$ cat src/design/rpcr_pkg.sv
`timescale 1ns / 1ps
package rpcr_pkg;

	localparam int NumSteps = 32;
	localparam int NumLanes = 4;
	localparam int IdxW = 8;

	// lanes of the divider chain
	localparam int LaneHitY = 0;
	localparam int LaneHitZ = 1;
	localparam int LaneSlopeY = 2;
	localparam int LaneSlopeZ = 3;

	localparam logic [IdxW-1:0] RegPlaneX = 8'd0;
	localparam logic [IdxW-1:0] RegBackLimitX = 8'd1;
	localparam logic [IdxW-1:0] RegHalfWidth = 8'd2;
	localparam logic [IdxW-1:0] RegMinDirX = 8'd3;

	typedef enum logic [1:0] {
		ACT_CONTINUE = 2'd0,
		ACT_KILL = 2'd1,
		ACT_RECORD = 2'd2
	} action_t;

	typedef struct packed {
		logic [31:0] plane_x;
		logic [31:0] back_limit_x;
		logic [30:0] half_width;
		logic [30:0] min_dir_x;
	} cfg_t;

	typedef struct packed {
		logic [31:0] rem;
		logic [31:0] low;
		logic [31:0] dvs;
		logic [31:0] quo;
	} lane_t;

	typedef struct packed {
		action_t action;
		logic [NumLanes-1:0] neg;
		logic [1:0] sat;
		logic [31:0] pre_y;
		logic [31:0] pre_z;
		logic [31:0] weight;
		logic [31:0] origin_y;
	} side_t;

	typedef struct packed {
		logic valid;
		side_t side;
		lane_t [NumLanes-1:0] lane;
	} item_t;

endpackage

$ cat src/design/rpcr_cell.sv
`timescale 1ns / 1ps
module rpcr_cell (
	input logic clk,
	input logic arst_n,
	input rpcr_pkg::item_t din,
	output rpcr_pkg::item_t dout
);

	rpcr_pkg::lane_t [rpcr_pkg::NumLanes-1:0] nxt;
	logic [32:0] trial;
	logic [32:0] diff;
	logic valid_q;
	rpcr_pkg::side_t side_q;
	rpcr_pkg::lane_t [rpcr_pkg::NumLanes-1:0] lane_q;

	// one restoring division step per lane
	always_comb begin
		for (int i = 0; i < rpcr_pkg::NumLanes; i++) begin
			trial = {din.lane[i].rem, din.lane[i].low[31]};
			diff = trial - {1'b0, din.lane[i].dvs};
			nxt[i].dvs = din.lane[i].dvs;
			nxt[i].low = {din.lane[i].low[30:0], 1'b0};
			if (!diff[32]) begin
				nxt[i].rem = diff[31:0];
				nxt[i].quo = {din.lane[i].quo[30:0], 1'b1};
			end else begin
				nxt[i].rem = trial[31:0];
				nxt[i].quo = {din.lane[i].quo[30:0], 1'b0};
			end
		end
	end

	always_ff @(posedge clk or negedge arst_n) begin
		if (!arst_n) begin
			valid_q <= 1'b0;
		end else begin
			valid_q <= din.valid;
		end
	end

	always_ff @(posedge clk) begin
		side_q <= din.side;
		lane_q <= nxt;
	end

	assign dout = '{valid: valid_q, side: side_q, lane: lane_q};

endmodule

$ cat config.mk
export PLATFORM = sky130hd
export DESIGN_NAME = rpcr_cell
export DESIGN_NICKNAME = d
export VERILOG_FILES = /design/src/design/rpcr_pkg.sv /design/src/design/rpcr_cell.sv
export SDC_FILE = /design/constraint.sdc
export NUM_CORES = 1
export LEC_CHECK = 0
export ABC_AREA = 1
export BUFFER_PORTS_ARGS = -buffer_cell sky130_fd_sc_hd__buf_2
export CORE_AREA = 8 8 506 508
export CTS_BUF_LIST = sky130_fd_sc_hd__clkbuf_8
export DETAILED_ROUTE_END_ITERATION = 7
export DIE_AREA = 0 0 514 516
export PLACE_DENSITY = 0.32
export SLEW_MARGIN = 20
export SYNTH_ARGS = -nofsm -noshare
export SYNTH_HDL_FRONTEND = slang
export SYNTH_SLANG_ARGS = --single-unit
$ cat constraint.sdc
create_clock -name clk -period 0.8 [get_ports clk]
set_input_delay 0.08 -clock clk [delete_from_list [all_inputs] [get_ports clk]]
set_output_delay 0.08 -clock clk [all_outputs]
set_load 0.03 [all_outputs]
==> Word-level counts from Yosys, hierarchy flattened <==
Index checks and enable logic that the tools add are counted.
{ "classes": {"add_sub_neg": 4, "n_mux": 8} }
{ "op_table": {"columns": ["cell", "n"], "rows": [
  ["$sub 33x32->33", 4],
  ["$mux 32", 4],
  ["$mux 1", 4]
]} }
{ "word_totals": {"reg_bits": 645, "output_inout_bits": 649, "wordCells": 36} }

==> Depth between registers and ports, before layout <==
{ "logic_depth": {"depth_word": 2, "ltp_mapped": 17, "depth_no_buf": 16} }

==> Worst setup path after synthesis <==
OpenSTA, ideal clock, no wires.
{ "synth_path": {"path_kind": "input -> register", "start": "input din[479] in the netlist's numbering", "end": "register lane_q (netlist bit dout[487])", "setup_time_ns": 0.112, "t_arrival_ns": 1.671, "required_time_ns": 0.688, "slack_ns": -0.983, "cell_stages": 16, "n_path_buf": 1, "path_cell_list": "inv_1 ha_1 fa_1 inv_1 nand2_1 nand2_1 nand3_1 nand2_2 nand2_1 nand2_2 nand2_2 nand3_1 nand2_4 buf_4 nand2_1 nand2_1"} }
{ "synth_rtl": {"columns": ["item", "line", "text"], "rows": [
  ["from (decl)", "rpcr_cell.sv:5", "input rpcr_pkg::item_t din,"],
  ["to (signal assigned)", "rpcr_cell.sv:43", "lane_q <= nxt;"],
  ["to (decl)", "rpcr_cell.sv:14", "rpcr_pkg::lane_t [rpcr_pkg::NumLanes-1:0] lane_q;"]
]} }

==> metrics.md <==
| Metric | Value |
|---|---|
| Synth warn | `0` |
| Die area | `265000 um^2` |
| Die width | `514 um` |
| Detailed Routing Iterations Pass 1 | `5` |
| Placed Area | `approximately 43000 um^2` |
| HP Class | `in -> reg` |
| Setup ws final | `-0.972 ns` |
| Final #Nets | `about 7500` |
| Critical path fanouts, max | `6` |
| First-pass GRT wire length | `around 290000 um` |
| Pre-CTS setup slack | `-1.47 ns` |
| Clock slew at reported path FFs | `0.06 ns` |
| HPWL after detailed placement | `between 150000 and 200000 um` |
| Largest net degree at the start of global routing | `34` |
| Max_cap viols | `0` |
| Slew Viols, Final | `0` |
| Count leader, synth | `nand2_1` |
| Row count | `~180` |
| # clock sinks | `645` |
| Static Leak | `between 30 and 40 nW` |
| Buf/Inv on CP | `4` |
| Total CTS buffers | `140` |
| Clock period minus worst slack | `between 1.5 and 2 ns` |
| Port bufs | `1291` |
| CP Cell Sequence | `buf_2, dlygate4sd3_1, ha_4, nand2_1, nand2_1, a21oi_2, nand2_2, nand2_2, nand2_4, nand2_8, nand2_8, nand2_4, nand2_8, buf_6, clkbuf_16, nand2_4, nand2_1` |
| Status | `complete, but fails checks` |
| WHS Endpoint | `dout[416]$_DFF_P_` |
| Core area | `248000 um^2` |
| Hold Crit Depth | `1` |
| Detailed-route DRC error count | `0` |
| Crit. Startpoint | `din[484]` |
| Failing checks | `hold timing, setup timing` |
| Top cells by area, synth | `dfxtp_1, nand2_1, inv_1, ha_1, nand3_1` |
| Top FF cell, synth | `dfxtp_1` |
| Iter 0 DRT Violations | `~1500` |
| Starting Density | `0.103` |
| Crit path max-delay family | `buffers and inverters` |
| Dominant cell type by area after synthesis | `dfxtp_1` |
| Routability Congestion | `between 0.9 and 1` |
| Largest stage delay, worst path | `0.71 ns` |
| Post-synth top cells | `nand2_1, dfxtp_1, inv_1, nor2_1, nand3_1` |
| Post-Syn Area | `25600 um^2` |
| CTS tree | `done` |
| Remaining antenna violation count after routing | `0` |
| Crit-path slowest cell | `dlygate4sd3_1` |
| Async set or reset register ratio after synthesis | `0.00155` |
| Final Hold Fails | `30` |
| Critical path type | `in -> reg` |
| Tcrit/Tclk final | `2.22` |
| Post-synth EDFFs | `0` |
| Worst endpoint data arrival time | `2.55 ns` |
| RSZ-0062 raised after global routing | `yes` |
| Global route overflow | `0` |
| Netlist cell types | `30` |
| Setup violators final | `779` |
| Avg WL per Cell | `21.3 um` |
| Worst path required time | `roughly 1.6 ns` |
| Hold slack | `-0.690 ns` |
| Fmax | `between 500 and 600 MHz` |
| Root Buffer | `clkbuf_8` |
| Post-synthesis sequential area ratio | `0.504` |
| Area share of the largest cell type after synthesis | `0.503` |
| DR vias/cell | `3.36` |
| Initial antenna violation count | `between 90 and 100` |
| Post-Syn Area per Cell | `about 7.6 um^2` |
| Vias in the first global route | `approximately 36000` |
| Die Height | `just over 500 um` |
| Pwr dens | `between 1500 and 2000 nW/um^2` |
| GRT Util Overall | `0.154` |
| Area grow syn2layout | `163%` |
| Final Cell Area | `67300 um^2` |
| CP Capture Type | `flop` |
| Depth of the CTS H-tree | `4` |
| HP Start | `din[416]` |
| Maximum vdd drop | `0.00133 V` |
| Routed via count | `between 30000 and 40000` |
| IO Pins | `between 1000 and 1500` |
| Share of layout cells above drive strength 1 | `0.520` |
| Fin util | `0.272` |
| Startpoint types | `input pin` |
| Fin Setup TNS | `-507.91 ns` |
| Post-Synthesis Cells | `~3400` |
| Routed wire length | `216000 um` |
| CTS max path bufs | `3` |
| Flops & latches, synth | `roughly 650` |
-- sequential cells by signal, summed over array words and instances (netlist names) --
register	count
dout	644
valid_q	1
-- through the flow --
stage               total power, mW  instances  hold slack (ns)
finish                          121      10147           -0.690
global placement               66.2       8605           -0.145
CTS                             120      10088           -0.869
detailed placement             66.0       8605           -0.143
global route                    128      10142           -0.855
floorplan                      49.5       3383           -0.216
-- timing repair --
action                                  4_1_cts  5_1_grt
endpoints found under the setup margin      777      777
hold buffers                               1234      237
hold endpoints to repair                    646      244
setup buffers                                34       20
pin swaps                                    67      163
gates resized for setup                    2143      679
gates cloned                                 15       10
-- area by class of cell --
cell class	instances	area [um^2]
fillers	26672	180000
clock buffers	168	2310
well taps	3330	4170
multi-input cells	2072	13700
inverters	638	2460
repair buffers	3191	29900
diodes	30	75.1
flip-flops and latches	645	13900
clock inverters	73	835
-- cell usage in the layout, fill, tap and decap left out, types with 78 or more instances in the layout --
master,instances
buf_8,83
buf_12,125
dlygate4sd3_1,1238
inv_1,573
nor2_1,117
buf_2,625
buf_6,488
nand2_4,118
nand2_1,994
clkbuf_8,168
inv_2,78
buf_4,609
nand3_1,103
ha_4,118
nand2_2,253
dfxtp_2,567
-- cells by family (layout without fill, tap and decap cells) --
group	after synthesis	after routing	synth area share
buffers and inverters	667	4070	0.106
and+or+nand+nor	1745	1746	0.275
adders and majority gates	132	132	0.0657
AOI/OAI and AO/OA	130	130	0.0287
xor gates and xnor gates	60	60	0.0205
DFF	645	645	0.504
other	1	34	0.000146
-- report_power, final --
| part | switching (mW) | internal, mW | leakage [nW] |
|---|---|---|---|
| logic | 21.2 | 20.3 | 25.5 |
| clock network | 18.7 | 23.5 | 1.69 |
| registers | 2.12 | 35.3 | 5.49 |
| total | 42.0 | 79.1 | 32.7 |
-- how the worst max path moves through the flow --
| stage | to | depth (start not counted) |
|---|---|---|
| finish | dout[480]$_DFF_P_ | 17 |
| detailed placement | dout[244]$_DFF_P_ | 15 |
| global placement | dout[244]$_DFF_P_ | 15 |
| CTS | dout[257] | 1 |
| global route | dout[248]$_DFF_P_ | 19 |
| floorplan | dout[502]$_DFF_P_ | 17 |
-- routing by layer --
layer  share of wire  routed length (um)  GRT usage  up-vias
met5         0.00037                  80          0        -
met4           0.043                9250     0.0577       12
met3           0.071               15300     0.0475      370
met2            0.47              101000      0.260     1176
met1            0.42               90400      0.183    15711
li1                -                   -          -    16805
Note: power is estimated with default switching activity, not from simulation.
